File: config.mk
export PLATFORM = sky130hd
export DESIGN_NAME = n_of_m_vote_alert_core
export DESIGN_NICKNAME = d
export VERILOG_FILES = /design/src/nmva_pkg.sv /design/src/n_of_m_vote_alert_core.sv /design/src/nmva_ctrl.sv /design/src/nmva_dp.sv
export SDC_FILE = /design/constraint.sdc
export NUM_CORES = 1
export LEC_CHECK = 0
export BUFFER_PORTS_ARGS = -buffer_cell sky130_fd_sc_hd__clkbuf_2
export CAP_MARGIN = 40
export CORE_MARGIN = 5
export CORE_UTILIZATION = 45
export CTS_CLUSTER_SIZE = 24
export DETAILED_ROUTE_END_ITERATION = 7
export HOLD_SLACK_MARGIN = 0.06
export PLACE_DENSITY_LB_ADDON = 0.25
export SLEW_MARGIN = 40
export SYNTH_ARGS = -nofsm -noshare
export SYNTH_HDL_FRONTEND = slang
export SYNTH_SLANG_ARGS = --single-unit
File: constraint.sdc
create_clock -name clk_i -period 6.7 [get_ports clk_i]
set_clock_uncertainty 0.2 [all_clocks]
set_input_delay 1.675 -clock clk_i [delete_from_list [all_inputs] [get_ports clk_i]]
set_output_delay 1.675 -clock clk_i [all_outputs]
set_load 0.05 [all_outputs]
File: src/nmva_pkg.sv
// Shared types and constants for the N-of-M vote alert block.
package nmva_pkg;

  // Field widths of one verdict transaction and one result transaction.
  localparam int unsigned CfgW    = 5;
  localparam int unsigned CoolW   = 32;
  localparam int unsigned TimeW   = 64;
  localparam int unsigned VoteW   = 5;
  localparam int unsigned CfgIdxW = 2;

  // Packed stream widths, padded to whole bytes.
  localparam int unsigned InDataW  = 104;
  localparam int unsigned OutDataW = 72;

  // Bit positions inside the input tdata.
  localparam int unsigned InPosBit  = 0;
  localparam int unsigned InNowLsb  = 1;
  localparam int unsigned InTimeLsb = 33;
  localparam int unsigned InSuppBit = 97;

  // Configuration register indexes.
  localparam logic [CfgIdxW-1:0] CFG_WINDOW_SIZE  = 2'd0;
  localparam logic [CfgIdxW-1:0] CFG_VOTES_NEEDED = 2'd1;
  localparam logic [CfgIdxW-1:0] CFG_COOLDOWN_MS  = 2'd2;

  // Configuration reset values.
  localparam logic [CfgW-1:0]  WindowSizeRst  = 5'd5;
  localparam logic [CfgW-1:0]  VotesNeededRst = 5'd3;
  localparam logic [CoolW-1:0] CooldownRst    = 32'd1000;

  typedef logic [VoteW-1:0] vote_t;
  typedef logic [TimeW-1:0] time_t;

  // Controller states.
  typedef enum logic [1:0] {
    ST_IDLE,
    ST_MASK,
    ST_VOTE,
    ST_EMIT
  } state_e;

  // Commands from the controller to the datapath.
  typedef struct packed {
    logic accept;   // capture the incoming transaction
    logic mask_en;  // build the windowed verdict vector and cooldown check
    logic vote_en;  // count votes, decide the alert, read the oldest timestamp
    logic emit;     // load the output register
  } nmva_cmd_t;

  // Status from the datapath to the controller.
  typedef struct packed {
    logic in_supp;  // suppress flag of the transaction on the input
  } nmva_status_t;

endpackage

File: src/n_of_m_vote_alert_core.sv
// Top level of the N-of-M sliding-window vote alert block.
//
//  Channel   Direction  Signals                      Contents
//  s_axis    in         tvalid tready tdata[103:0]   one window verdict
//  m_axis    out        tvalid tready tdata[71:0]    one alert result per verdict
//  cfg       in         cfg_we_i cfg_idx_i cfg_data_i register writes, no read-back
//
// A live verdict passes in order through acceptance with the ring write, windowing
// and cooldown check, vote count with timestamp memory read, and result load.
// A suppressed verdict goes from acceptance straight to result load.
// Reset clears the rings' fill state at once; there is no clearing pass.
// A full output register stalls the block in its last step; input is taken
// again once the result is loaded.
module n_of_m_vote_alert_core #(
  parameter int unsigned MAX_WINDOWS = 16
) (
  input  logic                               clk_i,
  input  logic                               rst_ni,
  // Configuration write port.
  input  logic                               cfg_we_i,
  input  logic [nmva_pkg::CfgIdxW-1:0]       cfg_idx_i,
  input  logic [nmva_pkg::CoolW-1:0]         cfg_data_i,
  // Verdict stream.
  input  logic                               s_axis_tvalid,
  output logic                               s_axis_tready,
  // tdata: positive[0], now_time_ms[32:1], window_time_us[96:33],
  // suppressed[97], zero fill[103:98]
  input  logic [nmva_pkg::InDataW-1:0]       s_axis_tdata,
  // Result stream.
  output logic                               m_axis_tvalid,
  input  logic                               m_axis_tready,
  // tdata: alert[0], first_positive_us[64:1], vote_count[69:65],
  // zero fill[71:70]
  output logic [nmva_pkg::OutDataW-1:0]      m_axis_tdata
);

  nmva_pkg::nmva_cmd_t    cmd;
  nmva_pkg::nmva_status_t status;

  nmva_ctrl u_ctrl (
    .clk_i         (clk_i),
    .rst_ni        (rst_ni),
    .s_axis_tvalid (s_axis_tvalid),
    .s_axis_tready (s_axis_tready),
    .m_axis_tvalid (m_axis_tvalid),
    .m_axis_tready (m_axis_tready),
    .status_i      (status),
    .cmd_o         (cmd)
  );

  nmva_dp #(
    .MAX_WINDOWS (MAX_WINDOWS)
  ) u_dp (
    .clk_i        (clk_i),
    .rst_ni       (rst_ni),
    .cfg_we_i     (cfg_we_i),
    .cfg_idx_i    (cfg_idx_i),
    .cfg_data_i   (cfg_data_i),
    .s_axis_tdata (s_axis_tdata),
    .m_axis_tdata (m_axis_tdata),
    .cmd_i        (cmd),
    .status_o     (status)
  );

endmodule

File: src/nmva_ctrl.sv
// Controller state machine of the N-of-M vote alert block.
module nmva_ctrl (
  input  logic                  clk_i,
  input  logic                  rst_ni,
  input  logic                  s_axis_tvalid,
  output logic                  s_axis_tready,
  output logic                  m_axis_tvalid,
  input  logic                  m_axis_tready,
  input  nmva_pkg::nmva_status_t status_i,
  output nmva_pkg::nmva_cmd_t    cmd_o
);

  nmva_pkg::state_e state_q, state_d;
  logic             out_valid_q, out_valid_d;
  logic             accept;
  logic             load_ok;

  assign accept  = s_axis_tvalid && s_axis_tready;
  // The output register can take a new result when empty or being drained.
  assign load_ok = !out_valid_q || m_axis_tready;

  // Next state.
  always_comb begin
    state_d = state_q;
    unique case (state_q)
      nmva_pkg::ST_IDLE: begin
        if (accept) begin
          state_d = status_i.in_supp ? nmva_pkg::ST_EMIT : nmva_pkg::ST_MASK;
        end
      end
      nmva_pkg::ST_MASK: state_d = nmva_pkg::ST_VOTE;
      nmva_pkg::ST_VOTE: state_d = nmva_pkg::ST_EMIT;
      nmva_pkg::ST_EMIT: begin
        if (load_ok) begin
          state_d = nmva_pkg::ST_IDLE;
        end
      end
      default: state_d = nmva_pkg::ST_IDLE;
    endcase
  end

  // Outputs and commands.
  always_comb begin
    s_axis_tready  = 1'b0;
    cmd_o          = '0;
    unique case (state_q)
      nmva_pkg::ST_IDLE: begin
        s_axis_tready = 1'b1;
        cmd_o.accept  = s_axis_tvalid;
      end
      nmva_pkg::ST_MASK: cmd_o.mask_en = 1'b1;
      nmva_pkg::ST_VOTE: cmd_o.vote_en = 1'b1;
      nmva_pkg::ST_EMIT: cmd_o.emit    = load_ok;
      default: ;
    endcase
  end

  // Output valid flag: set on a load, cleared when the result is taken.
  always_comb begin
    out_valid_d = out_valid_q;
    if (cmd_o.emit) begin
      out_valid_d = 1'b1;
    end else if (m_axis_tready) begin
      out_valid_d = 1'b0;
    end
  end

  assign m_axis_tvalid = out_valid_q;

  always_ff @(posedge clk_i or negedge rst_ni) begin
    if (!rst_ni) begin
      state_q     <= nmva_pkg::ST_IDLE;
      out_valid_q <= 1'b0;
    end else begin
      state_q     <= state_d;
      out_valid_q <= out_valid_d;
    end
  end

`ifndef NO_ASSERTIONS
  // A live verdict walks through the evaluation stages.
  a_live_to_mask: assert property (@(posedge clk_i) disable iff (!rst_ni)
    (accept && !status_i.in_supp) |=> (state_q == nmva_pkg::ST_MASK))
    else $error("live verdict did not enter the mask stage");

  a_mask_to_vote: assert property (@(posedge clk_i) disable iff (!rst_ni)
    (state_q == nmva_pkg::ST_MASK) |=> (state_q == nmva_pkg::ST_VOTE))
    else $error("mask stage not followed by vote stage");

  // A result loaded into the output register is offered next cycle.
  a_emit_valid: assert property (@(posedge clk_i) disable iff (!rst_ni)
    cmd_o.emit |=> m_axis_tvalid)
    else $error("loaded result not offered");

  // A blocked result waits in the emit state.
  a_emit_hold: assert property (@(posedge clk_i) disable iff (!rst_ni)
    (state_q == nmva_pkg::ST_EMIT && !load_ok) |=> (state_q == nmva_pkg::ST_EMIT))
    else $error("emit state left while output register was full");
`endif

endmodule

File: src/nmva_dp.sv
// Datapath of the N-of-M vote alert block: rings, vote count and cooldown.
module nmva_dp #(
  parameter int unsigned MAX_WINDOWS = 16
) (
  input  logic                              clk_i,
  input  logic                              rst_ni,
  input  logic                              cfg_we_i,
  input  logic [nmva_pkg::CfgIdxW-1:0]      cfg_idx_i,
  input  logic [nmva_pkg::CoolW-1:0]        cfg_data_i,
  input  logic [nmva_pkg::InDataW-1:0]      s_axis_tdata,
  output logic [nmva_pkg::OutDataW-1:0]     m_axis_tdata,
  input  nmva_pkg::nmva_cmd_t               cmd_i,
  output nmva_pkg::nmva_status_t            status_o
);

  localparam int unsigned IdxW = (MAX_WINDOWS > 1) ? $clog2(MAX_WINDOWS) : 1;
  localparam int unsigned CntW = $clog2(MAX_WINDOWS + 1);
  localparam int unsigned CmpW = (CntW > nmva_pkg::CfgW) ? CntW : nmva_pkg::CfgW;
  localparam int unsigned AddrW = $clog2(2 * MAX_WINDOWS);

  typedef logic [MAX_WINDOWS-1:0] vec_t;
  typedef logic [CmpW-1:0]        cmp_t;
  typedef logic [CntW-1:0]        cnt_t;
  typedef logic [IdxW-1:0]        idx_t;
  typedef logic [AddrW-1:0]       addr_t;

  localparam cmp_t  MaxCmp  = cmp_t'(MAX_WINDOWS);
  localparam cmp_t  OneCmp  = cmp_t'(1);
  localparam cnt_t  MaxCnt  = cnt_t'(MAX_WINDOWS);
  localparam idx_t  LastIdx = idx_t'(MAX_WINDOWS - 1);
  localparam addr_t MaxAddr = addr_t'(MAX_WINDOWS);
  localparam addr_t MaxM1   = addr_t'(MAX_WINDOWS - 1);

  // Input field unpacking.
  logic                       in_pos;
  logic [nmva_pkg::CoolW-1:0] in_now;
  nmva_pkg::time_t            in_time;
  logic                       in_supp;

  assign in_pos  = s_axis_tdata[nmva_pkg::InPosBit];
  assign in_now  = s_axis_tdata[nmva_pkg::InNowLsb +: nmva_pkg::CoolW];
  assign in_time = s_axis_tdata[nmva_pkg::InTimeLsb +: nmva_pkg::TimeW];
  assign in_supp = s_axis_tdata[nmva_pkg::InSuppBit];
  assign status_o.in_supp = in_supp;

  // Configuration registers.
  logic [nmva_pkg::CfgW-1:0]  win_q, votes_cfg_q;
  logic [nmva_pkg::CoolW-1:0] cool_cfg_q;

  always_ff @(posedge clk_i or negedge rst_ni) begin
    if (!rst_ni) begin
      win_q       <= nmva_pkg::WindowSizeRst;
      votes_cfg_q <= nmva_pkg::VotesNeededRst;
      cool_cfg_q  <= nmva_pkg::CooldownRst;
    end else if (cfg_we_i) begin
      unique case (cfg_idx_i)
        nmva_pkg::CFG_WINDOW_SIZE:  win_q       <= cfg_data_i[nmva_pkg::CfgW-1:0];
        nmva_pkg::CFG_VOTES_NEEDED: votes_cfg_q <= cfg_data_i[nmva_pkg::CfgW-1:0];
        nmva_pkg::CFG_COOLDOWN_MS:  cool_cfg_q  <= cfg_data_i;
        default: ;
      endcase
    end
  end

  // Effective window size and threshold after clamping.
  cmp_t m_eff, n_eff, win_ext, votes_ext;
  always_comb begin
    win_ext   = cmp_t'(win_q);
    votes_ext = cmp_t'(votes_cfg_q);
    if (win_ext == '0) begin
      m_eff = OneCmp;
    end else if (win_ext > MaxCmp) begin
      m_eff = MaxCmp;
    end else begin
      m_eff = win_ext;
    end
    if (votes_ext == '0) begin
      n_eff = OneCmp;
    end else if (votes_ext > m_eff) begin
      n_eff = m_eff;
    end else begin
      n_eff = votes_ext;
    end
  end

  // Verdict ring kept in age order: bit 0 is the newest entry.
  vec_t age_q;
  idx_t wr_idx_q;
  cnt_t fill_q;
  logic supp_q;
  logic [nmva_pkg::CoolW-1:0] now_q;

  always_ff @(posedge clk_i or negedge rst_ni) begin
    if (!rst_ni) begin
      age_q    <= '0;
      wr_idx_q <= '0;
      fill_q   <= '0;
    end else if (cmd_i.accept && !in_supp) begin
      age_q    <= vec_t'({age_q, in_pos});
      wr_idx_q <= (wr_idx_q == LastIdx) ? '0 : wr_idx_q + idx_t'(1);
      if (fill_q != MaxCnt) begin
        fill_q <= fill_q + cnt_t'(1);
      end
    end
  end

  always_ff @(posedge clk_i) begin
    if (cmd_i.accept) begin
      supp_q <= in_supp;
      now_q  <= in_now;
    end
  end

  // Timestamp memory, written at the ring slot on acceptance and read in the vote stage.
  nmva_pkg::time_t time_mem [MAX_WINDOWS];
  nmva_pkg::time_t rd_q;
  addr_t           rd_sum;
  idx_t            rd_addr;

  always_ff @(posedge clk_i) begin
    if (cmd_i.accept && !in_supp) begin
      time_mem[wr_idx_q] <= in_time;
    end
  end

  // Mask stage: keep the last k verdicts and check the cooldown.
  cmp_t k_cmp;
  cnt_t k_cnt;
  vec_t win_vec;
  vec_t masked_q;
  logic cool_ok_q;
  logic alerted_q;
  logic [nmva_pkg::CoolW-1:0] last_alert_q;
  logic [nmva_pkg::CoolW-1:0] since_alert;

  assign k_cmp       = (cmp_t'(fill_q) < m_eff) ? cmp_t'(fill_q) : m_eff;
  assign k_cnt       = cnt_t'(k_cmp);
  assign since_alert = now_q - last_alert_q;

  always_comb begin
    for (int i = 0; i < MAX_WINDOWS; i++) begin
      win_vec[i] = age_q[i] && (cnt_t'(i) < k_cnt);
    end
  end

  always_ff @(posedge clk_i) begin
    if (cmd_i.mask_en) begin
      masked_q  <= win_vec;
      cool_ok_q <= !alerted_q || (since_alert >= cool_cfg_q);
    end
  end

  // Vote stage: count positives and locate the oldest one.
  cnt_t votes;
  idx_t oldest;
  logic alert_now;
  cnt_t votes_q;
  logic alert_q;

  always_comb begin
    votes  = '0;
    oldest = '0;
    for (int i = 0; i < MAX_WINDOWS; i++) begin
      votes = votes + cnt_t'(masked_q[i]);
      if (masked_q[i]) begin
        oldest = idx_t'(i);
      end
    end
  end

  assign alert_now = (cmp_t'(votes) >= n_eff) && cool_ok_q;

  // Slot of the entry 'oldest' steps back from the newest one.
  always_comb begin
    rd_sum = addr_t'(wr_idx_q) + MaxM1 - addr_t'(oldest);
    if (rd_sum >= MaxAddr) begin
      rd_sum = rd_sum - MaxAddr;
    end
    rd_addr = idx_t'(rd_sum);
  end

  always_ff @(posedge clk_i) begin
    if (cmd_i.vote_en) begin
      votes_q <= votes;
      alert_q <= alert_now;
      rd_q    <= time_mem[rd_addr];
    end
  end

  // Alert history.
  always_ff @(posedge clk_i or negedge rst_ni) begin
    if (!rst_ni) begin
      alerted_q    <= 1'b0;
      last_alert_q <= '0;
    end else if (cmd_i.vote_en && alert_now) begin
      alerted_q    <= 1'b1;
      last_alert_q <= now_q;
    end
  end

  // Output register; a suppressed verdict gives an all-zero result.
  logic            out_alert_q;
  nmva_pkg::time_t out_first_q;
  nmva_pkg::vote_t out_votes_q;

  always_ff @(posedge clk_i) begin
    if (cmd_i.emit) begin
      out_alert_q <= alert_q && !supp_q;
      out_first_q <= (alert_q && !supp_q) ? rd_q : '0;
      out_votes_q <= supp_q ? '0 : nmva_pkg::vote_t'(votes_q);
    end
  end

  assign m_axis_tdata = {2'b00, out_votes_q, out_first_q, out_alert_q};

endmodule
# Yosys cells after proc, flatten, opt, wreduce, memory -nomap -nowiden
# Memories as Yosys holds them, arrays and structs flattened. A register that Yosys moved wholly into a read port is not among the register bits.
# Cells that the tools add are included.
# Widths: inputs -> output; s select.
classes:
  add_sub_neg: 21
  magnitude_cmp: 22
  n_eq_ne: 9
  mux: 35
  n_reduce_logical: 37
ops:
  columns: ["cell", "n"]
  rows:
  - ["$add 5x1->5", 14]
  - ["$lt 4x5->1 const A", 8]
  - ["$mux 4", 10]
  - ["$ge 32x32->1", 1]
  - ["$sub 32x32->32", 1]
  - ["$mux 5", 5]
  - ["$logic_and 1x1->1", 21]
  - ["$lt 3x5->1 const A", 4]
  - ["$mux 3", 4]
  - ["$logic_not 5->1", 2]
  - ["$lt 1x5->1 const A", 2]
  - ["$lt 2x5->1 const A", 2]
  - ["$mux 1", 10]
  - ["$mux 2", 5]
  - ["$reduce_and 2->1", 5]
  - ["$pmux 2 s4", 1]
  - ["$eq 2x2->1 const B", 3]
  - ["$add 4x4->5 const B", 1]
  - ["$add 5x1->5 const B", 1]
  - ["$ge 5x5->1", 1]
  - ["$ge 5x5->1 const B", 1]
  - ["$gt 5x5->1", 1]
  - ["$gt 5x5->1 const B", 1]
  - ["$lt 5x5->1", 1]
  - ["other kinds (12)", 19]
totals:
  ff_bits: 229
  ramBits: 1024
  out_inout_bits: 74
  mem_count: 1
mem_list:
  columns: ["name", "depth", "word_bits", "rd", "rd_clocked_by_memory_dff", "wr", "line_no", "text"]
  rows:
  - ["u_dp.time_mem", 16, 64, 1, 1, 1, "nmva_dp.sv:115", "nmva_pkg::time_t time_mem [MAX_WINDOWS];"]

# Logic depth before layout (Yosys ltp)
# Gate-level depths: netlist of the first run.
depth:
  word_depth: 18
  ltp_mapped: 20
  mapped_depth_nobuf: 19

# Cells and area by module
# From an unflattened synthesis of the first run, not the netlist that was laid out.
hier_totals:
  cells_unflattened: 2859
  area_unflattened_um2: 53481.3
modules_own_cells:
  columns: ["mod", "instances", "cells_each", "area_per_inst_um2", "seq_area_each_um2"]
  rows:
  - ["nmva_dp", 1, 2838, 53257.3, 38969.9]
  - ["nmva_ctrl", 1, 21, 224.0, 75.1]

# Worst setup path after synthesis of the first run
# No wires, ideal clock.
synth_path:
  path_kind: "in2reg"
  startpoint: "input s_axis_tvalid"
  endpoint: "memory u_dp.time_mem[15][0] in the netlist's numbering (enable)"
  t_arrival_ns: 5.868
  t_required_ns: 6.014
  path_slack_ns: 0.145
  stages: 5
  path_cell_list: "and2_1 -> nand2b_1 -> clkbuf_1 -> clkbuf_1 -> nor2_1"
synth_between:
  elab_chain_cells: 4
synth_lines:
  columns: ["element", "line_no", "text"]
  rows:
  - ["start: declaration", "n_of_m_vote_alert_core.sv:24", "input logic s_axis_tvalid,"]
  - ["$mux 1", "nmva_ctrl.sv:46", "unique case (state_q)"]
  - ["$logic_and 1x1->1", "nmva_dp.sv:121", "if (cmd_i.accept && !in_supp) begin"]
  - ["$mux 1", "nmva_dp.sv:121", null]
  - ["$mux 1 (implied by the code)", "nmva_dp.sv:122", "time_mem[wr_idx_q] <= in_time;"]
  - ["end: declaration", "nmva_dp.sv:115", null]
# No other way between the ends.

# Worst setup path after layout of the first run
layout_path:
  startpoint: "register u_dp.masked_q[0]"
  endpoint: "register u_dp.last_alert_q[22] in the netlist's numbering"
layout_between:
  elab_chain_cells: 18
layout_lines:
  columns: ["element", "line_no", "text"]
  rows:
  - ["start: declaration", "nmva_dp.sv:130", "vec_t masked_q;"]
  - ["start signal: assignment", "nmva_dp.sv:148", "masked_q <= win_vec;"]
  - ["$add 1x1->2", "nmva_dp.sv:164", "votes = votes + cnt_t'(masked_q[i]);"]
  - ["$add 5x1->5 (14 in series)", "nmva_dp.sv:164", null]
  - ["named net u_dp.votes[1]", "nmva_dp.sv:154", "cnt_t votes;"]
  - ["$ge 5x5->1", "nmva_dp.sv:171", "assign alert_now = (cmp_t'(votes) >= n_eff) && cool_ok_q;"]
  - ["$logic_and 1x1->1", "nmva_dp.sv:171", null]
  - ["$logic_and 1x1->1", "nmva_dp.sv:195", "end else if (cmd_i.vote_en && alert_now) begin"]
  - ["end signal: assignment", "nmva_dp.sv:197", "last_alert_q <= now_q;"]
  - ["end: declaration", "nmva_dp.sv:133", "logic [nmva_pkg::CoolW-1:0] last_alert_q;"]
# The timed path passes the listed nets, and every way through them passes these cells.
# A chain may end at the register's enable or synchronous reset.

==> flow_summary.yaml, run 1 <==
global_route:
  grt_pass1_wl_um: 182000
  track_usage_pct: 19.2
  antenna_found_initial: 11
  first_global_vias: 28500
  grt_overflow: 0
  grt_start_max_net_pins: 113
floorplanning:
  die_w_um: 355
  start_util_pct: 45.4
  ios: 217
  core_sq_mm: 0.118
  fp.dieH_um: 355
  die-area_sq_mm: 0.126
  row_count: 126
cts:
  clockBufferDepth: 3
  clk_latency_ns: 0.76
  cts_tree: "done"
  cts-root-buf: "clkbuf_16"
  cts_resized: 0
  clkTransAtPathRegs_ns: 0.06
  h-tree-depth: 4
  cts_made_buffers: 139
  hold_buffers: 0
  cts_sinks: 1317
  cts_setup_buffers: 0
setup_path:
  crit_type: "flop to flop"
  arrival_ns: 6.19
  cp.buffers_inverters: 5
  endpoint_kind: "flop"
  critPathSlowestCell: "fa_1"
  reg2reg_slack_ns: 0.94
  rr_worst_depth: 19
  r2r-start: "u_dp.masked_q[0]"
  startpoint: "u_dp.masked_q[0]"
  crit_fanout: 13
  crit_end: "u_dp.last_alert_q[22]"
  slowest_delay_ns: 0.49
  crit_top_cell: "fa_1"
  crit_chain: "ha_1 -> inv_1 -> fa_1 -> inv_1 -> fa_1 -> fa_1 -> inv_1 -> fa_1 -> fa_1 -> inv_1 -> fa_1 -> ha_1 -> a21o_1 -> a21o_1 -> a21o_1 -> a21oi_2 -> nor2_4 -> buf_4 -> mux2_1"
  cp-start-kind: "flop"
  worstReg2RegEnd: "u_dp.last_alert_q[22]"
  critPathRequiredTime_ns: 7.13
  cp_num_cells: 19
  cp_top_family: "adder cells"
sta:
  tns_ns: 0
  rsz0062_at_grt: "false"
  finalCritPeriodShare_pct: 86.0
  min_period_ns: 5.76
  tightest_slew_ns: 0.807
  hold_ws_ns: 0.275
  maxSlewViolCount: 0
  fmax_ghz: 0.174
  relSlewSlack_pct: 46.2
  final-hold-violation-count: 0
  setup_viol: 0
routing:
  wl_per_cell_um: 25.2
  drcViolationCount: 0
  ant_nets: 0
  via_count: 27100
  drt-total-wl_um: 121000
  dr.pass1.iters: 7
  drtIter0Drc: 2345
  vias_per_cell: 5.64
synth:
  ys_seq_elements: 1317
  synth_largest_area_cell: "edfxtp_1"
  synth_area_leaders: "edfxtp_1, mux4_2, dfrtp_1"
  mappedNetlistArea_sq_mm: 0.0536
  async_flop_share_pct: 7.82
  synth_edf_count: 1214
  ys.warnings.count: 0
  avgSynthCellArea_sq_um: 18.8
  dominantRegCellSynth: "edfxtp_1"
  yosysTopAreaCellShare_pct: 68.0
  synth_cell_types: 87
  ys_seq_area_share_pct: 72.8
  syn_inst: 2846
hold_path:
  hold_depth: 1
  worstHoldStart: "u_dp.alerted_q"
  hold_class: "flop to flop"
place:
  place_congestion: 0.819
  port_buffers: 208
  dpl.hpwl_um: 70500
power:
  peakVddDrop_mv: 0.706
  total_power_mw: 31.6
  p_leak_nw: 21.1
  pwr_density_cell_mw_per_mm2: 513
final_layout:
  fin_nets: 3392
  areaGrowthSynthToFinish_pct: 14.7
  layout-drive-gt1-share_pct: 28.3
status:
  status: "complete, no violations"
run:
  drv_cap: 0
flip-flops by register name, indices dropped and copies added, names as in the netlist, 2 cells and up:
name / cells
u_dp.fill_q: 5
u_ctrl.state_q: 2
u_dp.time_mem: 1024
u_dp.now_q: 32
u_dp.win_ext: 5
u_dp.out_first_q: 64
u_dp.votes_q: 5
u_dp.votes_cfg_q: 5
u_dp.age_q: 16
u_dp.rd_q: 64
u_dp.out_votes_q: 5
u_dp.last_alert_q: 32
u_dp.masked_q: 16
u_dp.cool_cfg_q: 32
u_dp.wr_idx_q: 4
final cells by class:
cell class	count	area (sq um)
diodes	8	20.0
repair buffers	287	2030
multi-input cells	1287	13600
inverters	110	413
clock inverters	87	843
clock buffers	168	3650
fillers	9371	56700
flip-flops and latches	1317	39000
well taps	1536	1920
per-stage QoR:
step | worst slack (ns) | instances | cell area (sq um) | utilization, %
2_1_floorplan | 0.145 | 2847 | 53600 | -
3_3_place_gp | 0.895 | 4514 | 56500 | 47.8
3_5_place_dp | 0.878 | 4537 | 57000 | 48.2
4_1_cts | 0.891 | 4792 | 61500 | 52.0
5_1_grt | 0.694 | 4792 | 61500 | 52.0
6_report | 0.939 | 4800 | 61500 | 52.0
how the worst min path moves through the flow:
| stage | slack [ns] | to |
|---|---|---|
| 5_1_grt | 0.30 | u_dp.last_alert_q[29] |
| 3_5_place_dp | 0.26 | u_dp.alerted_q |
| 2_1_floorplan | 0.23 | u_dp.alerted_q |
| 4_1_cts | 0.28 | u_dp.alerted_q |
| 6_report | 0.27 | u_dp.alerted_q |
| 3_3_place_gp | 0.25 | u_dp.alerted_q |
power by group:
part | internal (mW) | switching (mW)
sequential | 10.3 | 0.377
clock | 4.28 | 3.19
combinational | 6.01 | 7.48
total | 20.5 | 11.0
layout by cell type (no fill, tap or decap), types with 9 or more instances in the layout:
cell       count
a211oi_1      24
a211oi_2      53
a21o_1        20
a21oi_1       45
a31oi_1       71
and2_1       132
and2_4        14
and3_1        15
buf_12        30
buf_4         46
bufinv_16      9
clkbuf_1      25
clkbuf_16    141
clkbuf_2     207
clkinv_1      34
clkinv_2      24
dfrtp_1       93
dfstp_2       10
edfxtp_1    1214
fa_1          11
ha_1          93
inv_1        109
mux2_1         9
mux2_2        48
mux2_4        20
mux4_2       256
nand2_1      197
nand3_1       13
nand4_1       10
nor2_1        35
nor2b_1       23
nor3_1        15
o21a_1         9
o21ai_0       35
xnor2_1       25
xor2_1        13
kinds of logic (layout without fill, tap and decap cells):
group	Yosys count	count (layout)	synth area share, %
other	1	10	0.00699
DFF	1317	1317	72.8
AOI/OAI and AO/OA	310	310	4.56
muxes	334	334	12.5
and+or+nand+nor	493	493	4.68
adders and majority gates	107	107	2.66
buffers and inverters	243	652	2.10
xor gates and xnor gates	41	41	0.670
per-layer routing:
| layer | wire [um] | vias up | part of all wire, % | global-route usage (%) |
|---|---|---|---|---|
| met5 | 55 | - | 0.045 | 0 |
| met4 | 2010 | 8 | 1.7 | 4.43 |
| met3 | 7530 | 154 | 6.2 | 3.98 |
| met2 | 61000 | 803 | 50 | 33.0 |
| met1 | 50500 | 14200 | 42 | 25.5 |
| li1 | - | 11900 | - | - |
Yosys cell counts, types with 4 or more instances:
library cell / count
buf_1: 12
dfrtp_1: 93
nor3_1: 15
fa_1: 12
a21oi_1: 45
nand2_1: 197
mux2_2: 48
a211oi_1: 24
o21ai_0: 35
and4_1: 5
buf_6: 13
mux2_4: 20
nand3_1: 13
nand4_1: 10
nor2b_1: 25
or3_1: 4
inv_1: 109
mux4_2: 256
a31oi_1: 71
xor2_1: 14
a211oi_2: 53
dfstp_2: 10
a21o_1: 20
edfxtp_1: 1214
ha_1: 95
xnor2_1: 27
mux2_1: 9
clkbuf_1: 63
nor2_1: 36
o21a_1: 9
and2_1: 145
nand2b_1: 6
buf_4: 24
buf_2: 20
and3_1: 15
o21ai_1: 7
Power figures use the tool's default switching activity.
==> inputs of run 2 (changes only) <==
--- a/config.mk
+++ b/config.mk
@@ -16,4 +16,5 @@
 export SLEW_MARGIN = 40
 export SYNTH_ARGS = -nofsm -noshare
 export SYNTH_HDL_FRONTEND = slang
+export SYNTH_HIERARCHICAL = 1
 export SYNTH_SLANG_ARGS = --single-unit
==> run 2 against run 1 <==
First-iteration DRC count shrank 6.3%. Routed wire length shrank 1.2%. Critical path depth shrank 2. Combinational power is essentially flat. Cell count shrank 0.27%. Power shrank 0.88%. Register-to-register slack gained 0.45 ns. Die area shrank 0.28%. Utilization shrank 0.27 points. Synthesized area shrank 0.29%.
==> flow_summary.yaml, run 2 <==
status:
  status: "complete, no violations"
sta:
  setup_viol: 0
  finalCritPeriodShare_pct: 79.2
  tightest_slew_ns: 0.862
  rsz0062_at_grt: "false"
  relSlewSlack_pct: 42.5
  fmax_ghz: 0.188
  tns_ns: 0
  final-hold-violation-count: 0
  min_period_ns: 5.31
  maxSlewViolCount: 0
  setup_slack_ns: 1.39
synth:
  synth_common_cells: "edfxtp_1, mux4_2, nand2_1"
  mappedNetlistArea_sq_mm: 0.0535
  yosysMostFrequentCell: "edfxtp_1"
  ys_seq_area_share_pct: 73.0
  synth_top_family_by_area: "multiplexers"
  async_flop_share_pct: 7.82
  yosys.area_share.xor_xnor_pct: 0.669
  synth_largest_area_cell: "edfxtp_1"
  synth_area_leaders: "edfxtp_1, mux4_2, dfrtp_1"
  synthAdderAreaFrac_pct: 2.67
  syn_inst: 2859
  synthSimpleGateAreaFrac_pct: 4.84
  muxShareOfSynthArea_pct: 12.5
  ys_seq_elements: 1317
  synth_cell_types: 76
  avgSynthCellArea_sq_um: 18.7
  dominantRegCellSynth: "edfxtp_1"
  synth_edf_count: 1214
  ys.warnings.count: 6
  synth_compound_area_share_pct: 4.37
  yosysTopAreaCellShare_pct: 68.2
cts:
  cts_setup_buffers: 0
  cts-root-buf: "clkbuf_16"
  clkTransAtPathRegs_ns: 0.06
  h-tree-depth: 4
  cts_made_buffers: 139
  cts_tree: "done"
  clockBufferDepth: 3
  hold_buffers: 0
  cts_sinks: 1317
  cts_resized: 0
  clk_latency_ns: 0.76
global_route:
  track_usage_pct: 18.9
  first_global_vias: 28300
  grt_start_max_net_pins: 94
  use_met2_pct: 31.9
  grt_overflow: 0
  grt.busiest_layer: "met2"
  grt_pass1_wl_um: 179000
  grtUsageMet1_pct: 25.2
  grt_use_met3_pct: 3.98
  antenna_found_initial: 19
final_layout:
  largest_reg_flops: 1024
  final_common_cell: "edfxtp_1"
  areaGrowthSynthToFinish_pct: 14.3
  fillers: 9271
  regMostFlops: "u_dp/time_mem"
  fin_nets: 3383
  mostFrequentLayoutCells: "edfxtp_1, mux4_2, nand2_1"
  top_regs: "u_dp/time_mem (1024), u_dp/out_first_q (64), u_dp/rd_q (64)"
  layout-drive-gt1-share_pct: 28.1
run:
  drv_cap: 0
routing:
  wl_per_cell_um: 25.0
  dr.pass1.iters: 6
  drcViolationCount: 0
  vias_per_cell: 5.67
  via_count: 27100
  drt-total-wl_um: 120000
  drtIter0Drc: 2198
  ant_nets: 0
hold_path:
  whs_endpoint: "u_dp/alerted_q"
  worstHoldStart: "u_dp/alerted_q"
  hold_depth: 1
  hold_class: "flop to flop"
setup_path:
  slowest_delay_ns: 0.52
  arrival_ns: 5.73
  crit_type: "flop to flop"
  worstReg2RegEnd: "u_dp/last_alert_q[28]"
  crit_chain: "fa_1 -> fa_1 -> inv_1 -> fa_1 -> fa_1 -> inv_1 -> ha_1 -> inv_1 -> fa_1 -> xnor2_1 -> ha_1 -> nor2b_1 -> o21ai_0 -> a21oi_1 -> and2_1 -> buf_4 -> mux2_2"
  r2r-start: "u_dp/masked_q[11]"
  reg2reg_slack_ns: 1.39
  crit_fanout: 33
  cp-start-kind: "flop"
  critPathSlowestCell: "fa_1"
  critPathRequiredTime_ns: 7.12
  crit_top_cell: "fa_1"
  rr_worst_depth: 17
  endpoint_kind: "flop"
floorplanning:
  fp.dieH_um: 355
  row_count: 126
  die-area_sq_mm: 0.126
  die_w_um: 355
  start_util_pct: 45.3
  core_sq_mm: 0.118
  ios: 217
place:
  port_buffers: 208
  place_congestion: 0.914
  dpl.hpwl_um: 67600
  pre_cts_ws_ns: 1.36
power:
  p_leak_nw: 21.0
  peakVddDrop_mv: 0.917
  pwr_density_cell_mw_per_mm2: 512
[run 2: metal layers]
layer	vias up	share of wire, %
met5	-	0.081
met4	14	2.0
met3	196	6.4
met2	876	50
met1	14200	42
li1	11800	-
[run 2: critical path: cells and delay by family, from the launching register on]
family                   cells  cell delay [ns]
buffers and inverters        4             0.58
multiplexers                 1             0.39
AND/OR/NAND/NOR              2             0.28
adder cells (fa/ha/maj)      7             2.82
XOR/XNOR                     1             0.17
AO/OA/AOI/OAI                2             0.26
flip-flops                   1             0.45
[run 2: power by group]
group	leakage [nW]	internal, mW	total (mW)	switching, mW
Combinational	6.57	5.90	13.4	7.49
Clock	2.15	4.17	7.34	3.17
Sequential	12.3	10.2	10.6	0.352
[run 2: through the flow]
step / total power, mW / std cells / util, % / hold slack [ns] / area (sq um)
global route: 33.2 / 4780 / 51.7 / 0.301 / 61100
global placement: 24.0 / 4518 / 47.8 / 0.253 / 56500
detailed placement: 24.2 / 4528 / 48.0 / 0.257 / 56700
floorplan: 20.9 / 2860 / - / 0.237 / 53500
finish: 31.3 / 4787 / 51.8 / 0.271 / 61100
CTS: 31.7 / 4777 / 51.7 / 0.270 / 61100
[run 2: cell type report]
| type | instances | area, sq um | area share (%) |
|---|---|---|---|
| clock buffer | 167 | 3650 | 5.97 |
| antenna | 10 | 25.0 | 0.0409 |
| timing repair buffer | 270 | 1800 | 2.94 |
| inverter | 101 | 379 | 0.620 |
| tap | 1536 | 1920 | 3.14 |
| clock inverter | 82 | 754 | 1.23 |
| multi-input combinational | 1304 | 13500 | 22.2 |
| sequential | 1317 | 39000 | 63.9 |
[run 2: worst max-delay path by stage]
stage                      start                    end  slack (ns)  cells after the start
6_report       u_dp/masked_q[11]  u_dp/last_alert_q[28]        1.39                     17
5_1_grt        u_dp/masked_q[11]   u_dp/last_alert_q[2]        1.06                     18
4_1_cts        u_dp/masked_q[11]   u_dp/last_alert_q[2]        1.35                     18
3_5_place_dp   u_dp/masked_q[11]  u_dp/last_alert_q[22]        1.36                     17
3_3_place_gp    u_dp/masked_q[5]  u_dp/last_alert_q[26]        1.34                     18
2_1_floorplan  u_dp/masked_q[11]  u_dp/last_alert_q[10]        1.69                     19
[run 2: kinds of logic after synthesis]
kind of cell / Yosys count
and+or+nand+nor: 515
AOI/OAI and AO/OA: 301
xor gates and xnor gates: 40
other: 1
adders and majority gates: 107
DFF: 1317
buffers and inverters: 239
muxes: 339
